[config.mk]
export PLATFORM = sky130hd
export DESIGN_NAME = usb_control_transfer_stage_fsm
export DESIGN_NICKNAME = d
export VERILOG_FILES = /design/src/rtl/ucts_pkg.sv /design/src/rtl/ucts_in_reg.sv /design/src/rtl/ucts_step.sv /design/src/rtl/ucts_out_reg.sv /design/src/rtl/usb_control_transfer_stage_fsm.sv
export VERILOG_INCLUDE_DIRS = /design/src /design/src/rtl
export SDC_FILE = /design/constraint.sdc
export NUM_CORES = 1
export LEC_CHECK = 0
export ABC_AREA = 1
export BUFFER_PORTS_ARGS = -buffer_cell sky130_fd_sc_hd__clkbuf_2
export CAP_MARGIN = 20
export CORE_MARGIN = 5
export CORE_UTILIZATION = 58
export CTS_CLUSTER_SIZE = 14
export DETAILED_ROUTE_END_ITERATION = 12
export PLACE_DENSITY = 0.88
export SLEW_MARGIN = 20
export SYNTH_ARGS = -nofsm -noshare
export SYNTH_HDL_FRONTEND = slang
export SYNTH_SLANG_ARGS = --single-unit
export TNS_END_PERCENT = 100
[constraint.sdc]
create_clock -name clk -period 9.4 [get_ports clk]
set_input_delay 0.94 -clock clk [delete_from_list [all_inputs] [get_ports clk]]
set_output_delay 0.94 -clock clk [all_outputs]
set_load 0.005 [all_outputs]
[src/rtl/usb_control_transfer_stage_fsm_assert.svh]
// assertion macros shared by the control transfer stage sequencer
`ifndef USB_CONTROL_TRANSFER_STAGE_FSM_ASSERT_SVH
`define USB_CONTROL_TRANSFER_STAGE_FSM_ASSERT_SVH
`ifndef SYNTHESIS
// property must hold at every clock edge out of reset
`define UCTS_ASSERT(lbl, prop) \
    lbl: assert property (@(posedge clk) disable iff (!rst_n) (prop)) \
        else $error("ucts assertion failed");
// condition must never be seen out of reset
`define UCTS_ASSERT_NEVER(lbl, cond) \
    lbl: assert property (@(posedge clk) disable iff (!rst_n) !(cond)) \
        else $error("ucts forbidden condition seen");
`else
`define UCTS_ASSERT(lbl, prop)
`define UCTS_ASSERT_NEVER(lbl, cond)
`endif
`endif

[src/rtl/ucts_pkg.sv]
// types and constants of the control transfer stage sequencer
package ucts_pkg;

    localparam int LEN_W = 16;
    localparam int MPS_W = 7;
    localparam logic [MPS_W-1:0] MPS_MIN = 7'd8;
    localparam logic [MPS_W-1:0] MPS_MAX = 7'd64;
    localparam logic [MPS_W-1:0] MPS_RESET = 7'd64;

    typedef enum logic [2:0] {
        OP_BUS_RESET   = 3'd0,
        OP_SETUP_RX    = 3'd1,
        OP_OUT_RX      = 3'd2,
        OP_TX_DONE     = 3'd3,
        OP_START_IN    = 3'd4,
        OP_START_OUT   = 3'd5,
        OP_STATUS_REQ  = 3'd6
    } op_t;

    typedef enum logic [2:0] {
        ACT_NONE       = 3'd0,
        ACT_SEND       = 3'd1,
        ACT_ARM_RX     = 3'd2,
        ACT_ARM_ZLP_RX = 3'd3,
        ACT_STALL      = 3'd4
    } action_t;

    typedef enum logic [2:0] {
        NTF_NONE       = 3'd0,
        NTF_SETUP      = 3'd1,
        NTF_STATUS_IN  = 3'd2,
        NTF_STATUS_OUT = 3'd3,
        NTF_DATA_IN    = 3'd4,
        NTF_DATA_OUT   = 3'd5
    } notify_t;

    typedef enum logic [2:0] {
        ST_SETUP        = 3'd0,
        ST_DATA_OUT     = 3'd1,
        ST_DATA_IN      = 3'd2,
        ST_DATA_IN_LAST = 3'd3,
        ST_STATUS_IN    = 3'd4,
        ST_STATUS_OUT   = 3'd5
    } stage_t;

    typedef struct packed {
        op_t              op;
        logic [MPS_W-1:0] rx_bytes;
        logic [LEN_W-1:0] xfer_length;
        logic [LEN_W-1:0] buffer_base;
        logic             success;
    } req_t;

    typedef struct packed {
        action_t          action;
        logic [LEN_W-1:0] tx_address;
        logic [MPS_W-1:0] tx_length;
        logic [LEN_W-1:0] rx_address;
        logic [MPS_W-1:0] rx_count;
        notify_t          notify;
        logic [LEN_W-1:0] out_total;
        logic             protocol_error;
    } result_t;

endpackage

[src/rtl/ucts_in_reg.sv]
// input request register with stall toward the sender
module ucts_in_reg (
    input  logic          clk,
    input  logic          rst_n,
    input  logic          in_valid,
    output logic          in_stall,
    input  ucts_pkg::req_t in_req,
    input  logic          adv,
    output logic          req_valid,
    output ucts_pkg::req_t req
);
    import ucts_pkg::*;

    logic   vld_reg, vld_next;
    req_t   req_reg;
    logic   load;

    // full and not draining this cycle
    assign in_stall = vld_reg && !adv;
    assign load     = in_valid && !in_stall;

    always_comb
    begin
        vld_next = vld_reg;
        if (load)
        begin
            vld_next = 1'b1;
        end
        else if (adv)
        begin
            vld_next = 1'b0;
        end
    end

    always_ff @(posedge clk or negedge rst_n)
    begin
        if (!rst_n)
        begin
            vld_reg <= 1'b0;
        end
        else
        begin
            vld_reg <= vld_next;
        end
    end

    always_ff @(posedge clk)
    begin
        if (load)
        begin
            req_reg <= in_req;
        end
    end

    assign req_valid = vld_reg;
    assign req       = req_reg;

endmodule

[src/rtl/ucts_step.sv]
// stage state machine, transfer counters and packet size register
`include "usb_control_transfer_stage_fsm_assert.svh"
module ucts_step (
    input  logic                     clk,
    input  logic                     rst_n,
    input  logic                     cfg_wr_en,
    input  logic [ucts_pkg::MPS_W-1:0] cfg_wr_data,
    input  logic                     adv,
    input  ucts_pkg::req_t           req,
    output ucts_pkg::result_t        res
);
    import ucts_pkg::*;

    logic [MPS_W-1:0] mps_reg, mps_next;
    stage_t           stage_reg, stage_next;
    logic [LEN_W-1:0] dp_reg, dp_next;
    logic [LEN_W-1:0] bl_reg, bl_next;
    logic [LEN_W-1:0] exp_reg, exp_next;

    logic             err;
    logic [LEN_W-1:0] mps_w, rxb_w, use_w, bl_out, in_n;
    logic             in_short;

    assign mps_w    = LEN_W'(mps_reg);
    assign rxb_w    = LEN_W'(req.rx_bytes);
    // bytes stored from an out packet
    assign use_w    = (rxb_w < bl_reg) ? rxb_w : bl_reg;
    assign bl_out   = bl_reg - use_w;
    // remainder is shorter than one packet (zero included)
    assign in_short = (bl_reg < mps_w);
    assign in_n     = (bl_reg <= mps_w) ? bl_reg : mps_w;

    // saturate packet size writes
    always_comb
    begin
        mps_next = mps_reg;
        if (cfg_wr_en)
        begin
            priority if (cfg_wr_data < MPS_MIN)
            begin
                mps_next = MPS_MIN;
            end
            else if (cfg_wr_data > MPS_MAX)
            begin
                mps_next = MPS_MAX;
            end
            else
            begin
                mps_next = cfg_wr_data;
            end
        end
    end

    // legality of the event in the current stage
    always_comb
    begin
        unique case (req.op)
            OP_BUS_RESET, OP_SETUP_RX: err = 1'b0;
            OP_OUT_RX:     err = !(stage_reg == ST_DATA_OUT || stage_reg == ST_STATUS_IN);
            OP_TX_DONE:    err = !(stage_reg == ST_DATA_IN || stage_reg == ST_DATA_IN_LAST
                                   || stage_reg == ST_STATUS_OUT);
            OP_START_IN,
            OP_START_OUT:  err = (stage_reg != ST_SETUP);
            OP_STATUS_REQ: err = !(stage_reg == ST_SETUP || stage_reg == ST_DATA_OUT);
            default:       err = 1'b1;
        endcase
    end

    // next stage
    always_comb
    begin
        stage_next = stage_reg;
        if (!err)
        begin
            unique case (req.op)
                OP_BUS_RESET, OP_SETUP_RX: stage_next = ST_SETUP;
                OP_OUT_RX:
                begin
                    if (stage_reg == ST_STATUS_IN)
                    begin
                        stage_next = ST_SETUP;
                    end
                end
                OP_TX_DONE:
                begin
                    unique case (stage_reg)
                        ST_DATA_IN:      stage_next = in_short ? ST_DATA_IN_LAST : ST_DATA_IN;
                        ST_DATA_IN_LAST: stage_next = ST_STATUS_IN;
                        default:         stage_next = ST_SETUP;
                    endcase
                end
                OP_START_IN:
                    stage_next = (req.xfer_length < mps_w) ? ST_DATA_IN_LAST : ST_DATA_IN;
                OP_START_OUT:  stage_next = ST_DATA_OUT;
                OP_STATUS_REQ: stage_next = req.success ? ST_STATUS_OUT : ST_SETUP;
                default:       stage_next = stage_reg;
            endcase
        end
    end

    // result and counter updates
    always_comb
    begin
        res      = '0;
        dp_next  = dp_reg;
        bl_next  = bl_reg;
        exp_next = exp_reg;
        if (err)
        begin
            res.protocol_error = 1'b1;
        end
        else
        begin
            unique case (req.op)
                OP_BUS_RESET, OP_SETUP_RX:
                begin
                    dp_next  = '0;
                    bl_next  = '0;
                    exp_next = '0;
                    if (req.op == OP_BUS_RESET)
                    begin
                        res.action = ACT_ARM_RX;
                    end
                    else
                    begin
                        res.notify = NTF_SETUP;
                    end
                end
                OP_OUT_RX:
                begin
                    if (stage_reg == ST_STATUS_IN)
                    begin
                        res.action = ACT_ARM_RX;
                        res.notify = NTF_STATUS_IN;
                    end
                    else
                    begin
                        res.rx_address = dp_reg;
                        res.rx_count   = MPS_W'(use_w);
                        bl_next        = bl_out;
                        dp_next        = dp_reg + use_w;
                        // short packet or all expected bytes in
                        if (req.rx_bytes < mps_reg || bl_out == '0)
                        begin
                            res.notify    = NTF_DATA_OUT;
                            res.out_total = exp_reg - bl_out;
                        end
                        else
                        begin
                            res.action = ACT_ARM_RX;
                        end
                    end
                end
                OP_TX_DONE:
                begin
                    unique case (stage_reg)
                        ST_DATA_IN:
                        begin
                            res.action     = ACT_SEND;
                            res.tx_length  = MPS_W'(in_n);
                            res.tx_address = (in_n != '0) ? dp_reg : '0;
                            dp_next        = dp_reg + in_n;
                            bl_next        = bl_reg - in_n;
                        end
                        ST_DATA_IN_LAST:
                        begin
                            res.action = ACT_ARM_ZLP_RX;
                            res.notify = NTF_DATA_IN;
                        end
                        default:
                        begin
                            res.action = ACT_ARM_RX;
                            res.notify = NTF_STATUS_OUT;
                        end
                    endcase
                end
                OP_START_IN:
                begin
                    exp_next   = req.xfer_length;
                    res.action = ACT_SEND;
                    if (req.xfer_length <= mps_w)
                    begin
                        bl_next        = '0;
                        res.tx_length  = MPS_W'(req.xfer_length);
                        res.tx_address = (req.xfer_length != '0) ? req.buffer_base : '0;
                        dp_next        = req.buffer_base + req.xfer_length;
                    end
                    else
                    begin
                        bl_next        = req.xfer_length - mps_w;
                        res.tx_length  = mps_reg;
                        res.tx_address = req.buffer_base;
                        dp_next        = req.buffer_base + mps_w;
                    end
                end
                OP_START_OUT:
                begin
                    exp_next   = req.xfer_length;
                    bl_next    = req.xfer_length;
                    dp_next    = req.buffer_base;
                    res.action = ACT_ARM_RX;
                end
                OP_STATUS_REQ:
                begin
                    res.action = req.success ? ACT_SEND : ACT_STALL;
                end
                default:
                begin
                    res.protocol_error = 1'b1;
                end
            endcase
        end
    end

    always_ff @(posedge clk or negedge rst_n)
    begin
        if (!rst_n)
        begin
            mps_reg   <= MPS_RESET;
            stage_reg <= ST_SETUP;
            dp_reg    <= '0;
            bl_reg    <= '0;
            exp_reg   <= '0;
        end
        else
        begin
            mps_reg <= mps_next;
            if (adv)
            begin
                stage_reg <= stage_next;
                dp_reg    <= dp_next;
                bl_reg    <= bl_next;
                exp_reg   <= exp_next;
            end
        end
    end

    `UCTS_ASSERT(a_mps_range, mps_reg >= MPS_MIN && mps_reg <= MPS_MAX)
    `UCTS_ASSERT(a_err_holds, adv && err |=> $stable(stage_reg) && $stable(bl_reg) && $stable(dp_reg))
    `UCTS_ASSERT(a_reset_clears, adv && req.op == OP_BUS_RESET |=> stage_reg == ST_SETUP && bl_reg == '0)
    `UCTS_ASSERT_NEVER(a_err_quiet, res.protocol_error && (res.action != ACT_NONE || res.notify != NTF_NONE))

endmodule

[src/rtl/ucts_out_reg.sv]
// result register with stall from the receiver
module ucts_out_reg (
    input  logic              clk,
    input  logic              rst_n,
    input  logic              adv,
    input  ucts_pkg::result_t res,
    output logic              out_free,
    output logic              out_valid,
    input  logic              out_stall,
    output ucts_pkg::result_t out_res
);
    import ucts_pkg::*;

    logic    vld_reg, vld_next;
    result_t res_reg;

    // empty, or the held result leaves this cycle
    assign out_free = !vld_reg || !out_stall;

    always_comb
    begin
        vld_next = vld_reg;
        if (adv)
        begin
            vld_next = 1'b1;
        end
        else if (!out_stall)
        begin
            vld_next = 1'b0;
        end
    end

    always_ff @(posedge clk or negedge rst_n)
    begin
        if (!rst_n)
        begin
            vld_reg <= 1'b0;
        end
        else
        begin
            vld_reg <= vld_next;
        end
    end

    always_ff @(posedge clk)
    begin
        if (adv)
        begin
            res_reg <= res;
        end
    end

    assign out_valid = vld_reg;
    assign out_res   = res_reg;

endmodule

[src/rtl/usb_control_transfer_stage_fsm.sv]
// top level of the device-side usb control endpoint stage sequencer
//
// Takes one endpoint event request per cycle while in_stall is low (bus reset,
// setup, out packet, in packet sent, start data in, start data out, status)
// and returns exactly one result per request: an endpoint action, an
// upper-layer notification and a protocol error flag. Throughput is one
// request per clock cycle when neither side stalls; a request is held in the
// request register and then in the result register, which presents it. The
// stage, buffer pointer, bytes left and expected total update as the request
// moves from the request register into the result register, so a following
// request sees them at once. The user must write the packet size register
// through cfg_wr_en / cfg_wr_data only while no request is pending; the block
// does not enforce this. Values are clamped to 8..64 and reset to 64.
module usb_control_transfer_stage_fsm (
    input  logic                       clk,
    input  logic                       rst_n,
    // configuration
    input  logic                       cfg_wr_en,
    input  logic [ucts_pkg::MPS_W-1:0] cfg_wr_data,
    // request channel
    input  logic                       in_valid,
    output logic                       in_stall,
    input  logic [2:0]                 op,
    input  logic [ucts_pkg::MPS_W-1:0] rx_bytes,
    input  logic [ucts_pkg::LEN_W-1:0] xfer_length,
    input  logic [ucts_pkg::LEN_W-1:0] buffer_base,
    input  logic                       success,
    // result channel
    output logic                       out_valid,
    input  logic                       out_stall,
    output logic [2:0]                 action,
    output logic [ucts_pkg::LEN_W-1:0] tx_address,
    output logic [ucts_pkg::MPS_W-1:0] tx_length,
    output logic [ucts_pkg::LEN_W-1:0] rx_address,
    output logic [ucts_pkg::MPS_W-1:0] rx_count,
    output logic [2:0]                 notify,
    output logic [ucts_pkg::LEN_W-1:0] out_total,
    output logic                       protocol_error
);
    import ucts_pkg::*;

    req_t    in_req;
    req_t    req;
    logic    req_valid;
    logic    out_free;
    logic    adv;
    result_t res;
    result_t out_res;

    // pack the request fields
    assign in_req.op          = op_t'(op);
    assign in_req.rx_bytes    = rx_bytes;
    assign in_req.xfer_length = xfer_length;
    assign in_req.buffer_base = buffer_base;
    assign in_req.success     = success;

    // a held request moves on when the result slot can take it
    assign adv = req_valid && out_free;

    ucts_in_reg u_in_reg (
        .clk       (clk),
        .rst_n     (rst_n),
        .in_valid  (in_valid),
        .in_stall  (in_stall),
        .in_req    (in_req),
        .adv       (adv),
        .req_valid (req_valid),
        .req       (req)
    );

    // stage logic and state
    ucts_step u_step (
        .clk         (clk),
        .rst_n       (rst_n),
        .cfg_wr_en   (cfg_wr_en),
        .cfg_wr_data (cfg_wr_data),
        .adv         (adv),
        .req         (req),
        .res         (res)
    );

    ucts_out_reg u_out_reg (
        .clk       (clk),
        .rst_n     (rst_n),
        .adv       (adv),
        .res       (res),
        .out_free  (out_free),
        .out_valid (out_valid),
        .out_stall (out_stall),
        .out_res   (out_res)
    );

    // unpack the result fields
    assign action         = out_res.action;
    assign tx_address     = out_res.tx_address;
    assign tx_length      = out_res.tx_length;
    assign rx_address     = out_res.rx_address;
    assign rx_count       = out_res.rx_count;
    assign notify         = out_res.notify;
    assign out_total      = out_res.out_total;
    assign protocol_error = out_res.protocol_error;

endmodule
==> flow_results.org, run 1 <==
** Drt
- After detailed routing, the number of remaining DRC violations is 0.
- Via-per-instance ratio :: 5.87
- Router iterations before antenna repair :: 8
- Via Count :: 10700
- Routed wire length :: 34700 um
- Per-cell routed wire length :: 19.0 um
- For this block, the initial DRC count from the detailed router was 1046.
- In this run the remaining antenna-violating nets after routing total 0.

** Worst setup path
- The worst setup path is launched from a register.
- Count of cells along the worst register-to-register path :: 26
- Cell with the largest stage delay on the worst path :: o21ai_0
- CP Data Required Time :: 9.69 ns
- Data on the critical path arrives at its endpoint at 6.23 ns.
- For flop-to-flop paths, the worst setup slack is 3.46 ns.
- Top cell family by delay on the critical path :: compound AO/OA/AOI/OAI gates
- The critical path contains buffers and inverters numbering 3 combined.
- CP max FO :: 10
- CP endpoint kind :: register
- The largest single stage delay on the critical path is 0.78 ns.
- Critical path depth :: 26
- Cell repeated most along the worst path :: nand2_1
- The worst setup path is of the reg -> reg kind.
- Worst flop-to-flop path endpoint :: u_out_reg.out_res[16]
- Source of the worst register-to-register timing path :: u_step.bl_reg[2]

** Cells and area
- In the final design database the tool counted 1695 nets.
- Post-route cell area :: 13200 um^2
- After the flow finishes, the layout carries non-filler instances totaling 1829.
- Number of flip-flops under the largest register name :: 69
- Total inserted antenna cells :: 0
- The filler cells instantiated in the layout total 1634.
- Measured on the finished design, the core utilization comes to 67.3%.
- Area added between synthesis and finish :: 13.5%
- Of the cells placed in the final design, the portion with a size suffix greater than 1 is 14.9%.
- Summing all flip-flop and latch instances after layout gives 4870 um^2.
- Highest-count cells in the layout ignoring fill and taps :: 301 x nand2_1, 172 x inv_1, 125 x clkbuf_2, 123 x nor2_1, 120 x o21ai_0
- The library cell used most frequently in the layout, excluding fill and tap cells, is nand2_1.
- Area taken by multi-input logic gates :: 6030 um^2

** Clock tree
- For the worst-skew pair, the clock arrives at the later sink with an insertion delay of 0.44 ns.
- For this design, the CTS-stage hold fixing added 0 buffers.
- Maximum level of the CTS H-tree :: 4
- Post-cts resize count :: 0
- After clock tree synthesis, the clock-pin slew on the worst setup and hold paths is 0.07 ns.
- TritonCTS clock tree :: yes
- The tree built by TritonCTS fans out to 172 sinks.
- Post-CTS setup buffers :: 0
- No sink is reached through more buffers than the 2 on the longest clock path.
- The number of clock buffers added by TritonCTS is 17.
- Cell at the root of the clock tree :: clkbuf_16

** Placement
- Total half-perimeter wirelength after legalization and detailed placement :: 26300 um
- Placed cell areas :: 12600 um^2
- The number of placed instances, taps included, is 1796.
- Prior to clock tree synthesis, the placed netlist has a worst setup slack of 3.67 ns.
- Routability-driven placement finished with a final weighted congestion of 1.01.
- Input and output buffers added on the ports amount to 125.

** Power
- IR analysis of the VDD net gives a maximum drop of 0.152 mV.
- Dividing total power by cell area gives a power density of 326 nW/um^2.
- Leak pwr :: 6.10 nW
- Total power :: 4.31 mW

** STA
- In the finished design, the share of the clock period the worst path needs comes to 63.2%.
- Setup repair after global routing missed its margin :: false
- The worst path meets setup with 3.46 ns of slack.
- Max-slew violation total from the final report :: 0
- Clock tree skew after final layout :: 0.0113 ns
- For the pin with the worst max-slew slack, the measured transition is 1.01 ns.
- Worst hold-check slack :: 0.483 ns
- Setup violations remaining at the end of the flow were counted as 0.
- In the final timing run, aggregate negative setup slack is 0 ns.
- The number of hold violations in the final report is 0.
- Fmax achieved :: 168 MHz
- The worst path needs 5.94 ns of the cycle, external delays included.
- Worst slew margin relative to its limit :: 32.7%

** Run
- The tool flagged a number of max-cap violations equal to 0.

** Synth
- Area share of the largest cell type after synthesis :: 28.8%
- For this run, the number of Yosys warnings is 0.
- Summing the sequential cell areas from Yosys gives 41.7% of the chip area.
- The biggest area contributor in the post-synthesis netlist is edfxtp_1.
- Number of flip-flops and latches in the synthesized netlist :: 172
- Counting flops with an async set or reset pin after synthesis yields a share of 34.9%.
- Post-Synthesis Cell Area :: 11700 um^2
- The most used flip-flop cell after synthesis is edfxtp_1.
- Number of distinct standard cells referenced by the synthesized netlist :: 58
- In this run, synthesis inferred 112 flip-flops with an integrated enable.
- Counting every instance in the synthesized netlist gives 1415.
- Averaged over all synthesized cells, the footprint is 8.24 um^2.
- Ranked by total cell area, the synthesized netlist is headed by edfxtp_1 29%, dfrtp_1 13%, nand2_1 9.7%.

** Worst hold path
- For hold timing, the worst endpoint is u_step.exp_reg[2].
- Kind of path behind the tightest hold check :: reg -> reg
- In this run the most critical hold path is launched from u_step.exp_reg[2].
- Counting instances, the worst hold path has a depth of 2.

** Global routing
- Global routing used 6.39% of the available met3 tracks.
- The total overflow left after global routing is 0.
- The first global-routing pass estimated 54800 um of wire.
- Global routing consumed, over all layers together, 29.5% of the routing resources.
- met1 is the most crowded layer.
- For met1 alone, demand over resource in global routing was 44.4%.
- The number of global-route vias before repair was 10000.
- For met2 alone, demand over resource in global routing was 43.4%.
- The number of antenna violations at the first check in global routing was 1.
- Entering global routing, the biggest net connects 61 pins.

** Floorplan
- Number of placed I/O pins :: 126
- Full die area :: 23000 um^2
- Once the floorplan was initialized, standard cells occupied 59.4% of the core.
- The region available for standard cell placement spans 19700 um^2.
- Standard-cell row count :: 51
- Measured along the x axis, the die boundary spans 152 um.
- The die is 152 um tall.

** Outcome
- Run status :: finished, final reports clean
==> how the worst max path moves through the flow <==
stage	to	slack (ns)	startpoint
finish	u_out_reg.out_res[16]	3.46	u_step.bl_reg[2]
global route	u_out_reg.out_res[16]	3.09	u_step.bl_reg[2]
CTS	u_out_reg.out_res[16]	3.63	u_step.bl_reg[2]
detailed placement	u_out_reg.out_res[16]	3.67	u_step.bl_reg[6]
global placement	u_out_reg.out_res[16]	3.78	u_step.bl_reg[6]
floorplan	u_step.bl_reg[13]	3.61	out_stall
==> area by class of cell <==
cell class / instances / share of cell area, %
tap: 265 / 2.51
inverter: 184 / 5.22
clock buffer: 19 / 3.35
timing repair buffer: 135 / 5.45
clock inverter: 13 / 1.17
sequential: 172 / 36.8
multi-input combinational: 1041 / 45.5
==> layer usage <==
| layer | part of all wire, % | wire (um) | vias to the layer above |
|---|---|---|---|
| met5 | 0.037 | 13 | - |
| met4 | 1.9 | 649 | 2 |
| met3 | 12 | 4280 | 66 |
| met2 | 43 | 14800 | 632 |
| met1 | 43 | 14900 | 4953 |
| li1 | - | - | 5082 |
==> cells in the mapped netlist (9+ instances only) <==
cell type,instances
nand3_1,98
nor3_1,14
o221ai_1,13
ha_1,84
buf_2,10
edfxtp_1,112
xnor2_1,9
nor2_4,15
o22ai_1,10
xor2_1,18
clkbuf_1,21
o21ai_0,120
dfrtp_1,59
o31ai_1,9
nand2_1,301
a21oi_1,102
nor2_1,123
inv_1,173
nand2_2,14
nand4_1,15
==> worst register-to-register path, cell delays in order, from the launching register on <==
cell      delay (ns)
dfrtp_1         0.48
inv_1           0.19
ha_1            0.31
nand2_1         0.06
inv_1           0.04
nand2_1         0.05
nand2_1         0.12
nand2_8         0.13
nand2_1         0.22
o21ai_0         0.78
ha_1            0.46
a21oi_1         0.37
inv_1           0.12
nor2_1          0.14
nand2_2         0.07
nand3_1         0.07
nand2_1         0.16
ha_1            0.43
nand2_1         0.06
o21ai_0         0.27
a21boi_0        0.19
o21ai_0         0.39
nand3_1         0.12
nand3_1         0.11
xor2_1          0.07
or2_2           0.27
a21oi_1         0.12
==> cell families (layout without fill, tap and decap cells) <==
| family | after synthesis | in the layout | synth area share (%) |
|---|---|---|---|
| other cells | 1 | 16 | 0.0321 |
| xor+xnor | 28 | 28 | 2.17 |
| flops | 172 | 172 | 41.7 |
| fa+ha+maj | 89 | 89 | 9.87 |
| simple gates | 614 | 614 | 24.7 |
| compound gates | 294 | 294 | 14.2 |
| buf+inv | 217 | 351 | 7.29 |
==> report_power, final <==
part           internal, mW  switching [mW]  leakage (nW)
sequential            0.969           0.141          1.88
clock                 0.407           0.327         0.289
combinational         0.818            1.65          3.93
total                  2.19            2.11          6.10
Note: power is estimated with default switching activity, not from simulation.
==> inputs of run 2 (changes only) <==
==> constraint.sdc (replaced) <==
create_clock -name clk -period 5.53 [get_ports clk]
set_input_delay 0.553 -clock clk [delete_from_list [all_inputs] [get_ports clk]]
set_output_delay 0.553 -clock clk [all_outputs]
set_load 0.005 [all_outputs]
==> run 2 against run 1 <==
Effect of this change:
- total power is 70% higher
- clock power is 69% higher
- sequential share of layout area is 0.24 points lower
- critical endpoint is now u_step.dp_reg[14]
- largest cell class unchanged
==> flow_results.org, run 2 (same netlist as run 1, synthesis figures left out) <==
** Clock tree
- The CTS buffer count is 17 (unchanged).
- The number of clock sinks seen by CTS is 172 (unchanged).
- Post-cts resize count :: 0 (unchanged)
- TritonCTS built the clock tree.
- Clock network latency to the later pin of the worst-skew pair :: 0.44 ns (about the same)
- Clock-pin slew on the worst setup and hold paths :: 0.07 ns (about the same)
- The number of buffers inserted for hold repair after clock tree synthesis is 0 (unchanged).
- Maximum level of the CTS H-tree :: 4 (unchanged)
- Post-CTS setup buffers :: 0 (unchanged)
- CTS placed an instance of clkbuf_16 at the clock tree root.
- Clock Tree Buf Depth :: 2 (unchanged)

** Floorplan
- Full die area :: 23000 um^2 (unchanged)
- Standard-cell row count :: 51 (unchanged)
- Number of placed I/O pins :: 126 (unchanged)
- The initial core utilization is 59.4% (unchanged).
- The horizontal die dimension was 152 um (unchanged).
- Core outline area :: 19700 um^2 (unchanged)
- The chip height came to 152 um (unchanged).

** Global routing
- Number of global-route vias before repair :: 9993 (-0.53%)
- Global-route usage over all layers :: 29.0% (-0.45 points)
- Wire length of the first global-routing pass :: 53500 um (-2.3%)
- The maximum number of pins on one net before global-route repair was 65 (+6.6%).
- Final global-route overflow total :: 0 (unchanged)
- Antenna violations before repair :: 0 (-1)

** Worst setup path
- CP Data Required Time :: 5.82 ns (-3.87 ns)
- The setup slack of the most critical reg-to-reg path is 0.43 ns (-3.03 ns).
- Source of the worst register-to-register timing path :: u_in_reg.req[17]
- Count of cells along the worst register-to-register path :: 25 (-3.8%)
- STA classifies the critical path startpoint as a register.
- The worst setup path is captured at a register.
- Endpoint arrival time on the critical path :: 5.39 ns (-0.84 ns)
- The largest fanout on the critical path came to 6 (-4).
- Worst flop-to-flop path endpoint :: u_step.dp_reg[14]
- The critical path in this run is classified as reg -> reg.
- In this run the worst setup path terminates at u_step.dp_reg[14].
- In this run the worst setup path begins at u_in_reg.req[17].

** Drt
- The via density per instance is 5.77 (-1.8%).
- DR iter-0 viols :: 1000 (-4.4%)
- The number of remaining DRC errors is 0 (unchanged).
- Router iterations before antenna repair :: 6 (-2)
- The average wire length per cell after detail routing was 18.5 um (-2.5%).
- Routed wire length :: 34100 um (-1.8%)
- The number of vias in the routed layout came to 10600 (-1.1%).
- The antenna violation net count after detailed routing was 0 (unchanged).

** STA
- Worst slew margin relative to its limit :: 32.6% (-0.072 points)
- The number of pins exceeding their max-slew limit in the final report was 0 (unchanged).
- Setup-violating endpoint count in the final report :: 0 (unchanged)
- Slew at the pin closest to its max-slew limit :: 1.01 ns (+0.00109 ns)
- Time the worst path needs with I/O delays and setup :: 5.10 ns (-0.842 ns)
- The highest achievable clock rate is 196 MHz (+17%).
- Period utilisation layout :: 92.2% (+29 points)
- The final-layout worst hold slack is 0.285 ns (-0.199 ns).
- Final hold violation count :: 0 (unchanged)
- The post-route clock skew came to 0.0141 ns (+0.00279 ns).

** Power
- The cell leakage power is 6.16 nW (+0.93%).
- Worst-case vdd ir drop :: 0.257 mV (+69%)
- The power density over the cells is 550 nW/um^2 (+69%).

** Cells and area
- Area added between synthesis and finish :: 14.2%
- The library cells used most frequently in the layout, excluding fill and tap cells, are 300 x nand2_1, 170 x inv_1, 125 x clkbuf_2, 123 x nor2_1, 117 x o21ai_0.
- The number of filler instances in the final layout was 1631 (-0.18%).
- Total inserted antenna cells :: 0 (unchanged)
- The multi-input gate area in the final layout came to 6040 um^2 (+0.25%).
- Leaving out fill and tap cells, the most frequent cell in the layout is nand2_1.
- The utilization of the core after routing is 67.8% (+0.46 points).
- Layout Nets :: 1708 (+0.77%)
- The sequential cell area in the final layout came to 4870 um^2 (about the same).
- The flip-flop count of the largest register after layout came to 69 (unchanged).
- The fraction of layout cells with a size suffix above 1 came to 15.9% (+0.96 points).

** Placement
- Final weighted congestion of routability-driven global placement :: 0.976 (-3.3%)
- Total half-perimeter wirelength after legalization and detailed placement :: 26000 um (-0.97%)
- Number of buffers inserted by port buffering :: 125 (unchanged)

** Outcome
- Run status :: finished, final reports clean

** Run
- Max-Cap Viols :: 0 (unchanged)

** Worst hold path
- The count of cells along the worst hold path came to 1 (-1).
- Kind of path behind the tightest hold check :: in -> reg
## run 2: layer usage
| layer | vias up | wire [um] | track usage, % |
|---|---|---|---|
| met4 | 0 | 589 | 6.29 |
| met1 | 4900 | 14800 | 42.3 |
| met5 | - | 0 | 0 |
| met2 | 553 | 14500 | 42.7 |
| met3 | 49 | 4260 | 9.34 |
| li1 | 5119 | - | - |
## run 2: cell type report
type / instances / share of cell area (%)
clock inverters: 13 / 1.22
well taps: 265 / 2.49
repair buffers: 148 / 5.99
clock buffers: 19 / 3.25
flip-flops and latches: 172 / 36.5
multi-input cells: 1041 / 45.3
inverters: 184 / 5.18
## run 2: power breakdown
part	internal, mW	switching [mW]	leakage [nW]	total [mW]
Sequential	1.65	0.231	1.88	1.88
Clock	0.715	0.521	0.291	1.24
Combinational	1.44	2.78	3.98	4.22
Total	3.80	3.53	6.16	7.33
## run 2: stage by stage
step	cell area, um^2	worst slack, ns	std cells	power [mW]	setup TNS [ns]
after floorplan	11700	0.126	1430	4.94	0
after global placement	12700	0.400	1810	5.89	0
after detailed placement	12700	0.220	1810	5.97	0
after CTS	13300	0.0823	1842	7.24	0
after global routing	13300	-0.00156	1842	7.88	-0.00156
final	13300	0.429	1842	7.33	0
## run 2: worst min path at each step
stage / from / end
2_1_floorplan: rst_n / u_in_reg.req_valid
3_3_place_gp: u_step.exp_reg[12] / u_step.exp_reg[12]
3_5_place_dp: u_step.exp_reg[5] / u_step.exp_reg[5]
4_1_cts: buffer_base[6] / u_in_reg.req[7]
5_1_grt: buffer_base[9] / u_in_reg.req[10]
6_report: buffer_base[6] / u_in_reg.req[7]
## run 2: worst max-delay path, stage by stage, from the launching register on
cell and delay [ns]:
edfxtp_1 0.49, inv_1 0.10, ha_1 0.24, fa_1 0.43
o21ai_0 0.33, inv_1 0.07, o21ai_0 0.28, inv_1 0.09
nand2_1 0.21, nand2_1 0.20, o21ai_0 0.32, ha_1 0.25
inv_1 0.06, fa_1 0.38, nor2_1 0.16, o21ai_0 0.10
nand2_1 0.13, nand4_1 0.09, o2111ai_1 0.17, a21oi_1 0.21
o21ai_0 0.23, a21oi_1 0.09, o21ai_0 0.08, nand3_1 0.08
nand2_1 0.06, o21ai_0 0.08
==> inputs of run 3 (changes only) <==
--- a/config.mk
+++ b/config.mk
@@ -11,9 +11,10 @@
 export CAP_MARGIN = 20
 export CORE_MARGIN = 5
 export CORE_UTILIZATION = 58
+export CTS_CLUSTER_DIAMETER = 40
 export CTS_CLUSTER_SIZE = 14
 export DETAILED_ROUTE_END_ITERATION = 12
-export PLACE_DENSITY = 0.88
+export PLACE_DENSITY_LB_ADDON = 0.15
 export SLEW_MARGIN = 20
 export SYNTH_ARGS = -nofsm -noshare
 export SYNTH_HDL_FRONTEND = slang
==> run 3 against run 2 <==
Effect of this change:
- sequential power hardly changed
- combinational power is 1% higher
- core utilization is 0.15 points lower
- clock power hardly changed
- total power is 0.78% higher
- clock skew hardly changed
- worst setup slack worse by 0.018 ns
- critical endpoint is now u_out_reg.out_res[15]
==> flow_results.org, run 3 (same netlist as run 1, synthesis figures left out) <==
** Global routing
- Global-route met1 utilization :: 43.5% (+1.2 points)
- Number of global-route vias before repair :: 9824 (-1.7%)
- The met2 demand-to-capacity share in global routing came to 43.3% (+0.55 points).
- The maximum number of pins on one net before global-route repair came to 65 (unchanged).
- The global router's overall resource usage was 28.8% (-0.22 points).
- Final global-route overflow total :: 0 (unchanged)
- M3 GR Usage :: 5.37% (-4.0 points)
- Wire length of the first global-routing pass :: 53600 um (+0.26%)
- The number of antenna violations at the first check in global routing came to 0 (unchanged).
- After global routing, the most crowded layer is met1.

** Worst setup path
- The slowest stage of the critical path is the dfrtp_1 cell.
- Reg2reg setup slack :: 0.41 ns (-0.02 ns)
- Endpoint arrival time on the critical path :: 5.31 ns (-0.08 ns)
- CP Data Required Time :: 5.72 ns (-0.10 ns)
- CP max FO :: 9 (+3)
- By startpoint and endpoint, the worst setup path is classified as reg -> reg.
- Largest stage delay on the critical path :: 0.47 ns (-0.02 ns)
- Cell repeated most along the worst path :: nand2_1
- CP endpoint kind :: register
- Type of origin of the critical path :: register

** Power
- Total power :: 7.39 mW (+0.78%)
- The worst vdd rail ir drop was 0.409 mV (+59%).
- The cell leakage power was 6.14 nW (-0.27%).
- The power density over the cells was 556 nW/um^2 (+0.99%).

** Clock tree
- Cell at the root of the clock tree :: clkbuf_16
- Clock Tree Buf Depth :: 2 (unchanged)
- The number of H-tree levels came to 4 (unchanged).
- The CTS buffer count came to 17 (unchanged).
- Post-CTS setup buffers :: 0 (unchanged)
- The number of clock sinks seen by CTS was 172 (unchanged).
- TritonCTS clock tree :: yes
- The clock latency on the worst-skew pair was 0.44 ns (about the same).
- The clock input transition at the sequential cells of the worst setup and hold paths was 0.08 ns (about the same).

** STA
- The number of hold violations in the final report came to 0 (unchanged).
- Setup-violating endpoint count in the final report :: 0 (unchanged)
- The number of pins exceeding their max-slew limit in the final report is 0 (unchanged).
- Setup total negative slack :: 0 ns (unchanged)
- Setup repair after global routing left no endpoint under its margin.
- Clock tree skew after final layout :: 0.0142 ns (+0.000129 ns)
- Period utilisation layout :: 92.6% (+0.32 points)
- The post-route minimum period was 5.12 ns (+0.0178 ns).
- The slew at the pin closest to its max-slew limit came to 1.07 ns (+0.0607 ns).
- Fmax achieved :: 195 MHz (-0.35%)
- The final-layout worst hold slack was 0.278 ns (-0.00624 ns).
- The final worst setup slack came to 0.412 ns (-0.0178 ns).
- The worst-case headroom to the max-slew limit came to 28.7% (-3.9 points).

** Floorplan
- The horizontal die dimension came to 152 um (unchanged).
- The initial core utilization is 59.4% (unchanged).
- The chip height was 152 um (unchanged).
- The number of rows created at floorplan came to 51 (unchanged).
- The number of top-level pins came to 126 (unchanged).
- Full die area :: 23000 um^2 (unchanged)
- The core footprint came to 19700 um^2 (unchanged).

** Cells and area
- The flip-flop count of the largest register after layout came to 69 (unchanged).
- Highest-count cells in the layout ignoring fill and taps :: 301 x nand2_1, 172 x inv_1, 125 x clkbuf_2, 123 x nor2_1, 118 x o21ai_0
- Layout Nets :: 1707 (-0.059%)
- Final cell utilization of the core :: 67.7% (-0.15 points)
- Filler Cell Count :: 1685 (+3.3%)
- Total inserted antenna cells :: 0 (unchanged)
- Post-route cell area :: 13300 um^2 (-0.22%)
- Relative to the synthesized area, the layout overhead comes to 14.0%.
- Area taken by multi-input logic gates :: 6030 um^2 (-0.25%)
- The sequential cell area in the final layout is 4870 um^2 (about the same).
- Layout cell share with drive strength beyond 1 :: 15.6% (-0.24 points)
- The library cell used most frequently in the layout, excluding fill and tap cells, is nand2_1.
- The final standard cell count with taps included and fillers excluded is 1841 (-0.054%).

** Placement
- Number of buffers inserted by port buffering :: 125 (unchanged)
- The count of placed standard cells including taps came to 1809 (-0.055%).
- The post-place setup slack is 0.322 ns (+0.102 ns).
- The routability-driven placement congestion ratio came to 1.00 (+2.7%).
- Total half-perimeter wirelength after legalization and detailed placement :: 25100 um (-3.5%)
- The placement-stage cell area is 12700 um^2 (about the same).

** Drt
- Router iterations before antenna repair :: 5 (-1)
- Antenna-violating nets left :: 0 (unchanged)
- Remaining routing DRC violations :: 0 (unchanged)
- The number of design-rule violations left by the first detailed-router iteration was 1130 (+13%).
- Per-cell routed wire length :: 18.2 um (-1.5%)
- The routed wire length was 33600 um (-1.6%).
- The via density per instance was 5.74 (-0.45%).
- The number of vias in the routed layout came to 10600 (-0.51%).

** Run
- Max-Cap Viols :: 0 (unchanged)

** Worst hold path
- The tightest min-delay check is of the in -> reg type.

** Outcome
- Run status :: finished, final reports clean
run 3: final timing paths:
check                                       start                     to  cells past startpoint
worst max-delay path             u_step.bl_reg[2]  u_out_reg.out_res[15]                     31
worst min-delay path                        op[0]       u_in_reg.req[40]                      1
worst max register to register   u_step.bl_reg[2]  u_out_reg.out_res[15]                     31
worst min register to register  u_step.exp_reg[3]      u_step.exp_reg[3]                      2
max in group asynchronous                   rst_n      u_step.dp_reg[12]                      2
min in group asynchronous                   rst_n      u_step.bl_reg[10]                      2
run 3: timing repair:
action,in CTS,in global routing
hold endpoints to repair,0,0
hold buffers,0,0
resized for setup,0,3
setup endpoints to repair,0,2
run 3: layout make-up:
cell class              instances  share of cell area [%]
inverters                     184                    5.19
flip-flops and latches        172                    36.6
clock buffers                  20                    3.51
repair buffers                147                    5.95
multi-input cells            1041                    45.3
well taps                     265                    2.49
clock inverters                12                   0.931
run 3: metal layers:
layer / part of all wire, % / up-vias
met3: 8.4 / 63
met2: 43 / 516
met4: 2.0 / 0
li1: - / 5111
met1: 47 / 4877
met5: 0 / -
run 3: power breakdown:
group / total, mW / switching [mW] / internal (mW)
logic: 4.28 / 2.84 / 1.43
clock network: 1.23 / 0.563 / 0.668
registers: 1.88 / 0.232 / 1.65
run 3: critical path, delay by kind of cell, from the launching register on:
family          cells  cell delay [ns]
buf+inv             7             0.87
compound gates      8             1.42
flops               1             0.47
fa+ha+maj           3             0.95
simple gates       13             1.16
